[src/sv/ic64_pkg.sv]
// Shared types and constants of the 64-channel interrupt controller.
package ic64_pkg;

  localparam int NUM_LINES   = 64;
  localparam int HALF_W      = 32;
  localparam int ROUTE_WORDS = NUM_LINES / 4;
  localparam int ROUTE_IDX_W = $clog2(ROUTE_WORDS);
  localparam int QUEUE_DEPTH = 2;
  localparam int QPTR_W      = $clog2(QUEUE_DEPTH);
  localparam int QCNT_W      = $clog2(QUEUE_DEPTH + 1);

  localparam logic [1:0] CMD_READ   = 2'd0;
  localparam logic [1:0] CMD_WRITE  = 2'd1;
  localparam logic [1:0] CMD_SAMPLE = 2'd2;

  localparam logic [5:0] ROUTE_BASE = 6'(32'h60 / 4);
  localparam logic [5:0] ROUTE_LAST = 6'(32'h60 / 4 + ROUTE_WORDS - 1);

  localparam logic [4:0] PAIR_ACTIVE  = 5'd0;
  localparam logic [4:0] PAIR_PENDING = 5'd2;
  localparam logic [4:0] PAIR_EN_SET  = 5'd4;
  localparam logic [4:0] PAIR_EN_CLR  = 5'd6;
  localparam logic [4:0] PAIR_ENABLE  = 5'd8;
  localparam logic [4:0] PAIR_MASK    = 5'd10;

  localparam logic [6:0] NO_IRQ = 7'd64;

  typedef enum logic [3:0] {
    OP_IDLE,
    OP_RD_ACTIVE,
    OP_RD_PENDING,
    OP_RD_ENABLE,
    OP_RD_MASK,
    OP_RD_ROUTE,
    OP_WR_EN_SET,
    OP_WR_EN_CLR,
    OP_WR_MASK,
    OP_WR_ROUTE,
    OP_SAMPLE
  } op_kind_t;

  typedef struct packed {
    op_kind_t                kind;
    logic                    upper;
    logic [ROUTE_IDX_W-1:0]  route_idx;
    logic [NUM_LINES-1:0]    data;
  } op_t;

endpackage

[src/sv/ic64_queue.sv]
// Short operation queue between the front end and the execution back end.
module ic64_queue (
  input  logic          clk,
  input  logic          rst,
  input  logic          push_valid,
  output logic          push_ready,
  input  ic64_pkg::op_t push_op,
  output logic          pop_valid,
  input  logic          pop_ready,
  output ic64_pkg::op_t pop_op
);

  ic64_pkg::op_t                 entries [ic64_pkg::QUEUE_DEPTH];
  logic [ic64_pkg::QPTR_W-1:0]   wr_ptr;
  logic [ic64_pkg::QPTR_W-1:0]   rd_ptr;
  logic [ic64_pkg::QCNT_W-1:0]   count;
  logic                          push;
  logic                          pop;

  assign push_ready = (count != ic64_pkg::QCNT_W'(ic64_pkg::QUEUE_DEPTH));
  assign pop_valid  = (count != '0);
  assign pop_op     = entries[rd_ptr];
  assign push       = push_valid && push_ready;
  assign pop        = pop_valid && pop_ready;

  always_ff @(posedge clk) begin
    if (push) begin
      entries[wr_ptr] <= push_op;
    end
  end

  always_ff @(posedge clk) begin
    if (rst) begin
      wr_ptr <= '0;
      rd_ptr <= '0;
      count  <= '0;
    end else begin
      if (push) begin
        wr_ptr <= wr_ptr + ic64_pkg::QPTR_W'(1);
      end
      if (pop) begin
        rd_ptr <= rd_ptr + ic64_pkg::QPTR_W'(1);
      end
      if (push && !pop) begin
        count <= count + ic64_pkg::QCNT_W'(1);
      end else if (pop && !push) begin
        count <= count - ic64_pkg::QCNT_W'(1);
      end
    end
  end

endmodule

[config.mk]
export PLATFORM = sky130hd
export DESIGN_NAME = ic64_queue
export DESIGN_NICKNAME = d
export VERILOG_FILES = /design/src/sv/ic64_pkg.sv /design/src/sv/ic64_queue.sv
export SDC_FILE = /design/constraint.sdc
export NUM_CORES = 1
export LEC_CHECK = 0
export BUFFER_PORTS_ARGS = -buffer_cell sky130_fd_sc_hd__buf_2
export CAP_MARGIN = 20
export CORE_UTILIZATION = 39
export CTS_CLUSTER_DIAMETER = 80
export CTS_CLUSTER_SIZE = 16
export DETAILED_ROUTE_END_ITERATION = 16
export PLACE_DENSITY_LB_ADDON = 0.12
export SKIP_CTS_REPAIR_TIMING = 1
export SLEW_MARGIN = 40
export SYNTH_ARGS = -nofsm -noshare
export SYNTH_HDL_FRONTEND = slang
export SYNTH_SLANG_ARGS = --single-unit
[constraint.sdc]
create_clock -name clk -period 3.1 [get_ports clk]
set_clock_uncertainty 0.2 [all_clocks]
set_input_delay 0.31 -clock clk [delete_from_list [all_inputs] [get_ports clk]]
set_output_delay 0.31 -clock clk [all_outputs]
set_load 0.01 [all_outputs]
### After elaboration in Yosys (flattened, before gate mapping)

Memory sizes are Yosys's and may differ from the RTL's. A register that Yosys moved wholly into a read port is not among the register bits.
Cells that the tools add are included.

* register bits after elaboration: 4
* bits in latches: 0
* bits in writable memories: 146
* bits in read-only memories: 0
* input port bits: 77
* output and inout port bits: 75
* word-level logic and storage cells: 23
* memories kept: 1

Memories
* entries: depth 2, width 73, read ports 1, clocked after Yosys merged registers in 1, wr ports 1, RTL line ic64_queue.sv:13 `ic64_pkg::op_t entries [ic64_pkg::QUEUE_DEPTH];`

* add/sub/neg operators: 4
* multiply operators: 0
* divide/modulo/power cells: 0
* magnitude comparators: 0
* eq/ne operators: 1
* shift-type cells: 0
* muxes and demuxes: 6
* bitwise gates (word level): 0
* reductions and logical operators: 8

Operators with widths (number)
* $logic_and A1 B1 Y1: 4
* $mux W1: 4
* $mux W2: 2
* $reduce_bool A2 Y1: 2
* $add A1 B1 Y1 const B: 2
* $add A2 B1 Y2 const B: 1
* $logic_not A1 Y1: 2
* $ne A2 B2 Y1 const B: 1
* $sub A2 B1 Y2 const B: 1

### Logic depth before layout (Yosys ltp)

* depth in word-level cells: 6
* mapped depth: 6
* mapped depth without buffers: 6

### Worst setup path after synthesis

Ideal clock, no wire load.

* path type: flip-flop to flip-flop
* start point: register count[0] (netlist name)
* end point: memory entries[1][0] (netlist name), enable pin
* setup time: 0.439 ns
* arrival time: 2.396 ns
* required time: 2.461 ns
* setup slack: 0.065 ns
* cell stages (with the launch flop): 3
* period minus slack after synthesis: 3.035 ns
* path through: dfxtp_1 -> nand2b_1 -> and3_1

* word-level cells in the longest chain between the ends: 4

Ends and longest elaborated chain
* start, declared: RTL line ic64_queue.sv:16 `logic [ic64_pkg::QCNT_W-1:0] count;`
* start signal, assigned: RTL line ic64_queue.sv:45 `count <= count + ic64_pkg::QCNT_W'(1);`
* start signal, assigned: RTL line ic64_queue.sv:47 `count <= count - ic64_pkg::QCNT_W'(1);`
* $ne A2 B2 Y1: RTL line ic64_queue.sv:20 `assign push_ready = (count != ic64_pkg::QCNT_W'(ic64_pkg::QUEUE_DEPTH));`
* named net push_ready: RTL line ic64_queue.sv:6 `output logic push_ready,`
* $logic_and A1 B1 Y1: RTL line ic64_queue.sv:23 `assign push = push_valid && push_ready;`
* $mux W1: RTL line ic64_queue.sv:27 `if (push) begin`
* $mux W1 (implied by the code): RTL line ic64_queue.sv:28 `entries[wr_ptr] <= push_op;`
* end, declared: RTL line ic64_queue.sv:13

The timed path passes the listed nets, and every way through them passes these cells.

==> flow_summary.ini <==
[clock_network]
clk_latency_ns = 0.41
tritoncts.num_buffers = 17
cts_max_level = 4
clk_pin_slew_ns = 0.06
root_buffer = clkbuf_16
clock_path_buffers = 2
cts_sinks = 151
cts_tree = built

[timing]
whs_ns = 0.0205
min_period_over_period_pct = 79.0
max_freq_mhz = 408
fin_crit_ns = 2.45
setup_viol = 0
finalHoldViolations = 0
rsz0062_at_grt = false
tns_ns = 0
slew_headroom_pct = 65.8
worst_pin_slew_ns = 0.513
slew_viol_final = 0

[worst_setup_path]
critPathMaxStageDelay_ns = 0.66
crit_chain = buf_12, mux2_2, buf_2
r2r.worst_path.cells = 3
crit_cells = 3
path_delay_family = flip-flops
cp_max_fo = 40
cp-start-kind = flip-flop
crit_type = flip-flop to output pin
critPathBufInv = 2
cpMaxStageDelayCell = dfxtp_4
end_kind = output pin
worst_ep_required_time_ns = 2.59
arrival_ns = 1.94

[yosys]
synth_edf_count = 146
syn_area_um2 = 5490
ys_ff_latch = 151
postSynthCellCount = 251
ys_warn_count = 0
synth_area_leader_cell = edfxtp_1
synth.most_common_cell = edfxtp_1
avgSynthCellArea_um2 = 21.9
synth-main-ff-cell = edfxtp_1
syn-num-nets = 329
yosys-top-cells-area = edfxtp_1 (80%), mux2_2 (15%), dfxtp_1 (1.8%)
ys_seq_area_share_pct = 81.7
synth-async-reset-ratio_pct = 0
synth_top_area_share_pct = 79.9
synthTopCellsByCount = edfxtp_1 (146), mux2_2 (73), buf_4 (7)
yosys.cell_types.count = 18

[global_routing]
grt_first_pass_wirelength_um = 15100
antenna_found_initial = 0
grtUsageTotal_pct = 14.5
grt_max_degree = 41
grt_pass1_vias = 2882
grt_overflow = 0

[floorplanning]
io_pins = 152
dieArea_um2 = 14500
start_util_pct = 40.6
die_x_um = 121
rows = 42
coreArea_um2 = 13500
dieHeight_um = 121

[routing]
postRouteAntennaNets = 0
firstDrtPassIters = 4
wl_per_cell_um = 15.3
drtIter0Drc = 190
route.vias.total = 3087
wl_um = 10400
viasPerCell = 4.54
drc = 0

[pwr]
power_density_nw_per_um2 = 790
irDropWorstVdd_uv = 424
leakagePower_uw = 0.00296

[cells_and_area]
area_delta_synth_final_pct = 43.2
final_nets = 569
diodes = 0
num-fill-cells = 1057
drive_gt1_share_pct = 52.0

[worst_hold_path]
holdCritPathClass = primary input to flip-flop
hold_depth = 3

[placement]
gp_congestion = 0.716
place_hpwl_um = 6400
io_buffers = 151

[run_status]
outcome = complete, no violations

[run]
maxCapViolCount = 0
## state kept, by name, summed over array words and instances, names as in the netlist, named ones only
name and cells:
count 2, entries 146, wr_ptr 1, rd_ptr 1
## worst reg2reg max path, stage by stage (launching register included)
cell	delay (ns)
dfxtp_1	0.40
nand2b_1	0.21
and3_4	0.55
buf_12	0.31
## routing by layer
metal  track usage [%]  routed length [µm]  part of all wire, %
met5                 0                   0                    0
met2              22.9                5130                   49
met1              16.6                4410                   42
met3              7.08                 726                  7.0
met4              6.25                 136                  1.3
## cells in the final DEF (no fill, tap or decap), drive strengths merged
cell type,n
or2,1
and3,1
xor2,3
nand3b,1
o21ai,2
and2,1
dlygate4sd3,74
edfxtp,146
a21bo,1
buf,155
ha,1
nor2,3
or3,1
clkbuf,18
mux2,73
bufinv,5
a21oi,2
clkinv,6
nand2b,1
clkinvlp,4
dfxtp,5
## cell families (layout without fill, tap and decap cells)
group / count (synthesis) / after routing / synth area share, %
fa+ha+maj: 1 / 1 / 0.228
xor+xnor: 3 / 3 / 0.479
compound gates: 5 / 5 / 0.547
simple gates: 9 / 9 / 0.913
flops: 151 / 151 / 81.7
mux: 73 / 73 / 15.0
buf+inv: 9 / 262 / 1.12
## final timing paths
path	slack, ns	endpoint	startpoint
setup reg to reg	1.08	entries[1][15]$_DFFE_PP_	count[0]$_SDFFE_PP0P_
setup / recovery	0.65	pop_op[3]	flip-flop
hold reg to reg	0.32	count[1]$_SDFFE_PP0P_	count[1]$_SDFFE_PP0P_
hold / removal	0.02	wr_ptr$_SDFFE_PP0P_	push_valid
## layout make-up
| cell class | instances | area (µm²) | share of cell area (%) |
|---|---|---|---|
| Sequential cell | 151 | 4490 | 57.1 |
| Clock inverter | 14 | 206 | 2.63 |
| Clock buffer | 18 | 429 | 5.46 |
| Inverter | 1 | 5.00 | 0.0637 |
| Tap cell | 176 | 220 | 2.80 |
| Timing Repair Buffer | 229 | 1560 | 19.9 |
| Multi-Input combinational cell | 91 | 946 | 12.0 |
## per-stage QoR
step | setup WS, ns | instance area [µm²] | cells | total power, µW | util, %
2_1_floorplan | 0.0646 | 5490 | 251 | 3510 | -
3_3_place_gp | 1.04 | 6480 | 574 | 4000 | 48.0
3_5_place_dp | 1.05 | 6480 | 574 | 4020 | 48.0
4_1_cts | 0.602 | 7120 | 606 | 6220 | 52.7
5_1_grt | 0.541 | 7860 | 680 | 6480 | 58.2
6_report | 0.651 | 7860 | 680 | 6210 | 58.2
## power by group
| part | switching (µW) | internal, µW |
|---|---|---|
| sequential | 124 | 2550 |
| combinational | 654 | 689 |
| clock | 769 | 1420 |
No activity file was read; power rests on OpenSTA's default activity.
