`config.mk`:
```
export PLATFORM = sky130hd
export DESIGN_NAME = ic64_front
export DESIGN_NICKNAME = d
export VERILOG_FILES = /design/src/sv/ic64_pkg.sv /design/src/sv/ic64_front.sv
export SDC_FILE = /design/constraint.sdc
export NUM_CORES = 1
export LEC_CHECK = 0
export BUFFER_PORTS_ARGS = -buffer_cell sky130_fd_sc_hd__buf_4
export CAP_MARGIN = 20
export CORE_AREA = 5 5 67 69
export DETAILED_ROUTE_END_ITERATION = 8
export DIE_AREA = 0 0 72 74
export PLACE_DENSITY = 0.78
export SYNTH_ARGS = -nofsm -noshare
export SYNTH_HDL_FRONTEND = slang
export SYNTH_SLANG_ARGS = --single-unit
```
`constraint.sdc`:
```
create_clock -name vclk -period 1.5
set_input_delay 0.3 -clock vclk [all_inputs]
set_output_delay 0.3 -clock vclk [all_outputs]
set_load 0.05 [all_outputs]
```
`src/sv/ic64_pkg.sv`:
```
// Shared types and constants of the 64-channel interrupt controller.
package ic64_pkg;

  localparam int NUM_LINES   = 64;
  localparam int HALF_W      = 32;
  localparam int ROUTE_WORDS = NUM_LINES / 4;
  localparam int ROUTE_IDX_W = $clog2(ROUTE_WORDS);
  localparam int QUEUE_DEPTH = 2;
  localparam int QPTR_W      = $clog2(QUEUE_DEPTH);
  localparam int QCNT_W      = $clog2(QUEUE_DEPTH + 1);

  localparam logic [1:0] CMD_READ   = 2'd0;
  localparam logic [1:0] CMD_WRITE  = 2'd1;
  localparam logic [1:0] CMD_SAMPLE = 2'd2;

  localparam logic [5:0] ROUTE_BASE = 6'(32'h60 / 4);
  localparam logic [5:0] ROUTE_LAST = 6'(32'h60 / 4 + ROUTE_WORDS - 1);

  localparam logic [4:0] PAIR_ACTIVE  = 5'd0;
  localparam logic [4:0] PAIR_PENDING = 5'd2;
  localparam logic [4:0] PAIR_EN_SET  = 5'd4;
  localparam logic [4:0] PAIR_EN_CLR  = 5'd6;
  localparam logic [4:0] PAIR_ENABLE  = 5'd8;
  localparam logic [4:0] PAIR_MASK    = 5'd10;

  localparam logic [6:0] NO_IRQ = 7'd64;

  typedef enum logic [3:0] {
    OP_IDLE,
    OP_RD_ACTIVE,
    OP_RD_PENDING,
    OP_RD_ENABLE,
    OP_RD_MASK,
    OP_RD_ROUTE,
    OP_WR_EN_SET,
    OP_WR_EN_CLR,
    OP_WR_MASK,
    OP_WR_ROUTE,
    OP_SAMPLE
  } op_kind_t;

  typedef struct packed {
    op_kind_t                kind;
    logic                    upper;
    logic [ROUTE_IDX_W-1:0]  route_idx;
    logic [NUM_LINES-1:0]    data;
  } op_t;

endpackage

```
`src/sv/ic64_front.sv`:
```
// Front end: accepts beats and classifies them into queued operations.
module ic64_front (
  input  logic                           in_valid,
  output logic                           in_ready,
  input  logic [1:0]                     command,
  input  logic [5:0]                     word_index,
  input  logic [31:0]                    write_data,
  input  logic [63:0]                    line_levels,
  output logic                           push_valid,
  input  logic                           push_ready,
  output ic64_pkg::op_t                  push_op
);

  logic       is_route;
  logic [5:0] route_off;

  assign in_ready   = push_ready;
  assign push_valid = in_valid;
  assign is_route   = word_index inside {[ic64_pkg::ROUTE_BASE:ic64_pkg::ROUTE_LAST]};
  assign route_off  = word_index - ic64_pkg::ROUTE_BASE;

  always_comb begin
    push_op.kind      = ic64_pkg::OP_IDLE;
    push_op.upper     = word_index[0];
    push_op.route_idx = route_off[ic64_pkg::ROUTE_IDX_W-1:0];
    push_op.data      = {32'b0, write_data};
    case (command)
      ic64_pkg::CMD_READ: begin
        if (is_route) begin
          push_op.kind = ic64_pkg::OP_RD_ROUTE;
        end else begin
          case (word_index[5:1])
            ic64_pkg::PAIR_ACTIVE:  push_op.kind = ic64_pkg::OP_RD_ACTIVE;
            ic64_pkg::PAIR_PENDING: push_op.kind = ic64_pkg::OP_RD_PENDING;
            ic64_pkg::PAIR_ENABLE:  push_op.kind = ic64_pkg::OP_RD_ENABLE;
            ic64_pkg::PAIR_MASK:    push_op.kind = ic64_pkg::OP_RD_MASK;
            default:                push_op.kind = ic64_pkg::OP_IDLE;
          endcase
        end
      end
      ic64_pkg::CMD_WRITE: begin
        if (is_route) begin
          push_op.kind = ic64_pkg::OP_WR_ROUTE;
        end else begin
          case (word_index[5:1])
            ic64_pkg::PAIR_EN_SET: push_op.kind = ic64_pkg::OP_WR_EN_SET;
            ic64_pkg::PAIR_EN_CLR: push_op.kind = ic64_pkg::OP_WR_EN_CLR;
            ic64_pkg::PAIR_MASK:   push_op.kind = ic64_pkg::OP_WR_MASK;
            default:               push_op.kind = ic64_pkg::OP_IDLE;
          endcase
        end
      end
      ic64_pkg::CMD_SAMPLE: begin
        push_op.kind = ic64_pkg::OP_SAMPLE;
        push_op.data = line_levels;
      end
      default: push_op.kind = ic64_pkg::OP_IDLE;
    endcase
  end

endmodule

```
---- Yosys cells after proc, flatten, opt, wreduce, memory -nomap -nowiden ----
Index checks and enable logic that the tools add are counted.
word-level totals
  register bits ........................... 0
  input port bits ......................... 106
  output and inout bits ................... 75
  word-level logic and storage cells ...... 19
operators by class
  $add $sub $neg .......................... 1
  order comparisons ....................... 2
  eq/ne operators ......................... 7
  multiplexer cells ....................... 6
  reductions and logical operators ........ 3
operators by type and width
  kind                                                                                  count
  64-bit two-way mux                                                                    1
  4-bit case mux with 3 select lines                                                    2
  3-bit case mux with 4 select lines                                                    1
  5-bit by 3-bit == test with 1-bit output (second input constant)                      2
  5-bit by 4-bit == test with 1-bit output (second input constant)                      2
  6-bit by 5-bit greater-or-equal comparator with 1-bit output (second input constant)  1
  6-bit less-or-equal comparator (second input constant)                                1
  5-bit by 2-bit == test with 1-bit output (second input constant)                      1
  5-bit zero test                                                                       1
  4-bit two-way mux                                                                     1
  4-bit subtractor (second input constant)                                              1
  3-bit two-way mux                                                                     1
  2-bit by 1-bit == test with 1-bit output (second input constant)                      1
  2-bit == test (second input constant)                                                 1
  2-bit zero test                                                                       1
  1-bit logical AND                                                                     1

---- Depth between registers and ports, before layout ----
Gate-level depths: netlist of run 1.
  word-level depth ........................ 4
  gate-level depth with buffers ........... 5
  mapped depth without buffers ............ 3

---- Worst setup path before layout of run 1 ----
No wires, ideal clock.
  kind .................................... input to output
  from .................................... in word_index[4]
  to ...................................... out push_op[71] (netlist name)
  data arrival time ....................... 2.356 ns
  required time ........................... 1.200 ns
  setup slack ............................. -1.156 ns
  stages .................................. 3
  path buffers ............................ 0
  path through ............................ nor2b_1 o21ai_0 o311ai_0
RTL lines
  what         RTL line          text
  from (decl)  ic64_front.sv:6   input logic [5:0] word_index,
  to (decl)    ic64_front.sv:11  output ic64_pkg::op_t push_op

==> results summary, run 1 <==
The total track usage came out at 15.0%. The number of global-route vias before repair came out at 1418. The die boundary width is 72 µm. The share of synthesized area in the top cell type comes to 28.5%.

The area of the die came out at 5330 µm². The fraction of layout instances using a drive strength above 1 is 93.0%. Entering global routing, the biggest net connects 29 pins.

By area the synthesized netlist is led by sky130_fd_sc_hd__mux2_4, sky130_fd_sc_hd__and2_1, sky130_fd_sc_hd__mux2_2. The biggest area contributor in the post-synthesis netlist is sky130_fd_sc_hd__mux2_4. Counting instances in the post-synthesis netlist gives the leading cell types as sky130_fd_sc_hd__and2_1, sky130_fd_sc_hd__mux2_4, sky130_fd_sc_hd__mux2_2. The maximum resistive drop on vdd came out at 0.000268 V.

The final-report hold violation count came out at 0. The number of antenna violations at the first check in global routing came to 0. The post-cts hold buffer count came out at 0. The final design utilization came out at 79.5%. For the pin with the worst max-slew slack, the measured transition is 0.243 ns.

The layout has 239 filler cells. STA classifies the critical path startpoint as a primary input. Global routing finished with a remaining overflow of 0. The total of max-cap violations is 0. The count of placed standard cells including taps is 322.

In the final routed layout, each cell accounts on average for 18.7 µm. The leakage power of the design came out at 0.00160 µW. The final layout contains a sequential cell count of 0. The floorplan has 23 rows. 0 antenna diodes ended up in the layout.

The setup slack after placement is -0.170 ns. Once routing completed, OpenROAD measured the worst setup slack at -0.112 ns. After detailed routing, the total wire length is 6230 µm. The number of warnings issued by yosys is 0. The setup-violating endpoint count in the final report came out at 63.

In this run the worst hold path is classified as in2out. The via density per instance came out at 4.58. The arrival time of the worst setup path is 1.31 ns. The net count of the finished layout is 392. The maximum clock frequency is 620 MHz. The clock buffer count in the final layout is 0. The signal on the critical path passes through buf_8 -> nor2b_4 -> buf_12 -> clkbuf_16 -> mux2_4 -> buf_8. The vertical extent of the die is 74 µm. The count of routing violations after the opening detailed-route iteration is 36.

The most numerous cell type found on the critical path is sky130_fd_sc_hd__buf_8. Summing every instance area after synthesis gives 897 µm². The per-instance average area after synthesis is 8.71 µm². The flow ran to the end, but the final reports show violations.

The final count of pins violating max slew came out at 0. The number of buffers and inverters on the critical path is 4. The number of top-level pins is 181.

For the finished layout, the period the worst path requires is 1.61 ns. The wire length of the first global-routing pass came out at 6630 µm. After layout, the worst path uses 107% of the clock period. The weighted congestion reported at the end of routability-driven placement is 0.681. The number of nets in the synthesized netlist is 209.

Setup repair after global routing could not meet its margin everywhere. Summing all flip-flop and latch instances after layout gives 0 µm². The standard cell core area came out at 3860 µm². The post-detailed-route DRC marker count came out at 0. The length of the first detailed-routing pass in iterations is 4. The antenna violation net count after detailed routing is 0. The cell count after synthesis came out at 103. In the post-synthesis netlist, the cell with the most instances is sky130_fd_sc_hd__and2_1. The sequential element share of the synthesized area is 0%. The via count of the routed design came out at 1529.

The worst slew margin relative to its limit came out at 83.7%. Leaving out filler cells and counting taps, the final layout contains 334. The areal power density over the cells came out at 427 nW/µm².

Of all nets on the critical path, the largest fanout is 7. The number of port buffers came out at 174. The synthesized netlist contains 24 unique library cells. The slowest cell on the critical path is sky130_fd_sc_hd__mux2_4. In this design, the largest share of critical-path delay is due to buffers and inverters. The synthesis-to-finish area growth is 242%. The final reports fail on setup timing. STA classifies the critical path endpoint as a primary output. The critical path required time came out at 1.20 ns.

Once the floorplan was initialized, standard cells occupied 23.3% of the core. The critical path in this run is classified as in2out. The post-DP HPWL is 4100 µm. In this design, the stage delay of the slowest critical-path cell is 0.31 ns.
==> repair_timing <==
item | in CTS | in global routing
cloned | 0 | 6
buffers inserted | 2 | 4
pin swaps | 3 | 25
gates resized for setup | 40 | 127
endpoints found under the setup margin | 57 | 57
==> cells in the final DEF (no fill, tap or decap) <==
master | netlist | routed
sky130_fd_sc_hd__nor3_1 | 1 | 1
sky130_fd_sc_hd__nand2b_4 | 0 | 1
sky130_fd_sc_hd__clkbuf_16 | 0 | 5
sky130_fd_sc_hd__o21ai_2 | 0 | 1
sky130_fd_sc_hd__buf_8 | 0 | 41
sky130_fd_sc_hd__nor4bb_4 | 0 | 1
sky130_fd_sc_hd__mux2_4 | 17 | 32
sky130_fd_sc_hd__a21oi_2 | 0 | 1
sky130_fd_sc_hd__buf_6 | 1 | 32
sky130_fd_sc_hd__nand2_1 | 3 | 3
sky130_fd_sc_hd__o311ai_2 | 0 | 1
sky130_fd_sc_hd__buf_12 | 2 | 4
sky130_fd_sc_hd__nor3b_4 | 0 | 1
sky130_fd_sc_hd__and2_1 | 32 | 4
sky130_fd_sc_hd__or2b_1 | 2 | 2
sky130_fd_sc_hd__buf_4 | 7 | 112
sky130_fd_sc_hd__nor2b_4 | 0 | 3
sky130_fd_sc_hd__o211ai_1 | 2 | 2
sky130_fd_sc_hd__and2_4 | 0 | 28
sky130_fd_sc_hd__o21ai_1 | 0 | 2
sky130_fd_sc_hd__nor2_1 | 4 | 4
sky130_fd_sc_hd__nor4_2 | 0 | 1
sky130_fd_sc_hd__xor2_1 | 1 | 1
sky130_fd_sc_hd__inv_1 | 1 | 1
==> worst paths after layout <==
path	slack (ns)	startpoint	end	cells past startpoint
setup / recovery	-0.11	command[1]	push_op[22]	6
hold / removal	0.60	in_valid	push_valid	0
==> power by group <==
group,internal [µW],switching (µW)
clock network,0,0
registers,0,0
logic,661,648
==> routing by layer <==
layer / track usage (%) / wire (µm) / up-vias
met5: 0 / 0 / -
met4: 0.626 / 51 / 0
met2: 30.5 / 3600 / 111
met3: 3.38 / 657 / 6
met1: 16.6 / 1920 / 702
li1: - / - / 710
==> logic make-up after synthesis <==
logic type,Yosys count,share of synthesized area [%]
AOI/OAI and AO/OA,7,4.88
muxes,32,47.3
buffers and inverters,14,13.7
and+or+nand+nor,49,33.2
xor gates and xnor gates,1,0.976
==> cell type report <==
cell class | count | area (µm²) | area share (%)
inverter | 1 | 3.75 | 0.122
timing repair buffer | 194 | 2020 | 66.0
multi-input combinational | 89 | 976 | 31.8
tap | 50 | 62.6 | 2.04
==> per-stage QoR <==
stage,power [µW],hold slack (ns),TNS [ns],cell area [µm²]
floorplan,640,0.767,-0.250,923
global placement,1010,0.600,-6.15,2260
detailed placement,1020,0.600,-7.30,2260
CTS,1080,0.600,-3.95,2440
global route,1360,0.600,-5.25,3060
finish,1310,0.600,-4.00,3060
Power figures use the tool's default switching activity.
==> run 2, diff against run 1 <==
--- a/config.mk
+++ b/config.mk
@@ -7,10 +7,13 @@
 export LEC_CHECK = 0
 export BUFFER_PORTS_ARGS = -buffer_cell sky130_fd_sc_hd__buf_4
 export CAP_MARGIN = 20
-export CORE_AREA = 5 5 67 69
+export CELL_PAD_IN_SITES_DETAIL_PLACEMENT = 1
+export CELL_PAD_IN_SITES_GLOBAL_PLACEMENT = 1
+export CORE_ASPECT_RATIO = 1.4
+export CORE_MARGIN = 5
+export CORE_UTILIZATION = 14
 export DETAILED_ROUTE_END_ITERATION = 8
-export DIE_AREA = 0 0 72 74
-export PLACE_DENSITY = 0.78
+export PLACE_DENSITY_LB_ADDON = 0.1
 export SYNTH_ARGS = -nofsm -noshare
 export SYNTH_HDL_FRONTEND = slang
 export SYNTH_SLANG_ARGS = --single-unit
==> results summary, run 2 (synthesis gave the netlist of run 1 again) <==
The maximum clock frequency came to 622 MHz (+0.31%). The total congestion overflow was 0 (unchanged). The number of placement rows is 34 (+48%). The leakage power of the design came out at 0.00144 µW (-10%). The clock buffer count in the final layout is 0 (unchanged). The post-cts hold buffer count came out at 0 (unchanged). The filler-free cell count of the finished design was 354 (+6.0%). The via density per instance came to 4.28 (-6.5%). STA classifies the critical path endpoint as a primary output. The final wirelength was 6190 µm (-0.59%). The largest fanout on the critical path is 8 (+1).

The via count of the routed design is 1516 (-0.85%). The number of top-level pins came to 181 (unchanged). The biggest cell delay along the critical path came out at 0.34 ns (+0.03 ns). The cell count of the worst hold path came out at 0 (unchanged).

The antenna violation net count after detailed routing came to 0 (unchanged). The critical path required time came out at 1.20 ns (about the same). The total inserted antenna cells came out at 0 (unchanged). The total power after layout is 1170 µW (-10%). The run finished, with violations left. The arrival time of the worst setup path came out at 1.31 ns (about the same). The worst setup margin is -0.107 ns (+0.00494 ns).

Setup repair after global routing could not meet its margin everywhere. The total of max-cap violations is 0 (unchanged). The checks that failed: setup timing.

The post-route clock period utilization is 107% (-0.33 points). The final period demand of the worst path is 1.61 ns (-0.00494 ns). The maximum resistive drop on vdd came out at 0.000188 V (-30%). The synthesis-to-finish area growth is 207%. The average detailed-routed wire length per instance was 17.5 µm (-6.2%). The post-detailed-route DRC marker count is 0 (unchanged). The register area came out at 0 µm² (unchanged).

The standard cell core area came to 6210 µm² (+61%). The number of buffers and inverters on the critical path came out at 4 (unchanged). The area of the die is 8130 µm² (+53%). The length of the first detailed-routing pass in iterations was 2 (-2). The die boundary width is 77.7 µm (+7.9%). The wire length of the first global-routing pass is 8880 µm (+34%). The setup slack after placement came out at -0.161 ns (+0.00885 ns). The pin count of the biggest net entering global routing was 33 (+14%). The slowest cell on the critical path is sky130_fd_sc_hd__mux2_2. The final-report hold violation count is 0 (unchanged). The count of placed standard cells including taps is 347 (+7.8%). The number of antenna violations at the first check in global routing is 0 (unchanged).

The hold-critical path endpoint is push_op[64]. The initial standard-cell utilization of the core came out at 14.4% (-8.8 points). The areal power density over the cells came out at 427 nW/µm² (about the same). The number of port buffers is 174 (unchanged). The weighted congestion reported at the end of routability-driven placement is 0.718 (+5.4%). The layout net count came out at 390 (-0.51%). The number of sequential cells in the layout is 0 (unchanged). The signal on the critical path passes through buf_8 -> nor2b_4 -> buf_12 -> buf_12 -> mux2_2 -> buf_6.

The cell that appears most often on the critical path is sky130_fd_sc_hd__buf_12. In this run the most critical hold path is launched from word_index[0]. The fraction of layout instances using a drive strength above 1 was 86.2% (-6.8 points). The slew at the pin closest to its max-slew limit came out at 0.322 ns (+0.0797 ns).

The cell family contributing the most delay on the critical path is buffers and inverters. By startpoint and endpoint, the worst setup path is classified as in2out. The final count of pins violating max slew is 0 (unchanged). In this run the worst hold path is classified as in2out. The number of global-route vias before repair came out at 1664 (+17%). The post-DP HPWL is 5200 µm (+27%). The total track usage is 13.1% (-1.9 points). The worst slew margin relative to its limit is 78.3% (-5.4 points). The sum of negative setup slack is -4.42 ns (-0.414 ns). The type of element launching the critical path is a primary input.

The most frequent standard cell in the layout excluding fill and tap cells is sky130_fd_sc_hd__buf_4. In the layout the commonest cells are sky130_fd_sc_hd__buf_4, sky130_fd_sc_hd__buf_6, sky130_fd_sc_hd__and2_1. The setup-violating endpoint count in the final report is 61 (-3.2%). The count of routing violations after the opening detailed-route iteration came out at 28 (-22%). The vertical extent of the die is 105 µm (+42%).
==> run 2: cell count changes in the layout (fill, tap and decap cells not counted), sizes merged <==
cell    before  now
buf        189  190
clkbuf       5    2
==> run 2: timing repair <==
action | in CTS | in global routing
resized for setup | 47 | 44
gates cloned | 0 | 3
setup endpoints to repair | 61 | 62
setup buffers | 3 | 1
pin swaps | 4 | 4
==> run 2: where the power goes <==
group	internal (µW)	switching, µW
Sequential	0	0
Combinational	561	613
Clock	0	0
Total	561	613
==> run 2: worst max-delay path by stage <==
stage                    start           to  slack [ns]  depth (start not counted)
finish              command[1]  push_op[24]       -0.11                          6
detailed placement  command[1]  push_op[24]       -0.16                          5
CTS                 command[1]  push_op[24]       -0.12                          5
floorplan           command[0]  push_op[72]       -0.11                          2
global route        command[1]   push_op[0]       -0.15                          6
global placement    command[0]  push_op[71]       -0.21                          6
==> run 2: per-layer routing <==
metal  track usage [%]  share of wire, %  vias up
met5                 0                 0        -
met4             0.369              0.32        0
met3              4.39                13        4
met2              24.9                53      126
met1              14.7                34      683
li1                  -                 -      703
==> run 2: through the flow <==
| step | util, % | hold WS, ns | area (µm²) |
|---|---|---|---|
| 5_1_grt | 44.3 | 0.600 | 2750 |
| 2_1_floorplan | - | 0.767 | 923 |
| 3_3_place_gp | 37.0 | 0.600 | 2300 |
| 4_1_cts | 40.4 | 0.600 | 2510 |
| 3_5_place_dp | 37.0 | 0.600 | 2300 |
| 6_report | 44.3 | 0.600 | 2750 |
==> run 2: area by class of cell <==
type,instances,area [µm²]
fill,715,3460
timing repair buffer,192,1780
multi-input combinational,89,876
tap,72,90.1
inverter,1,3.75
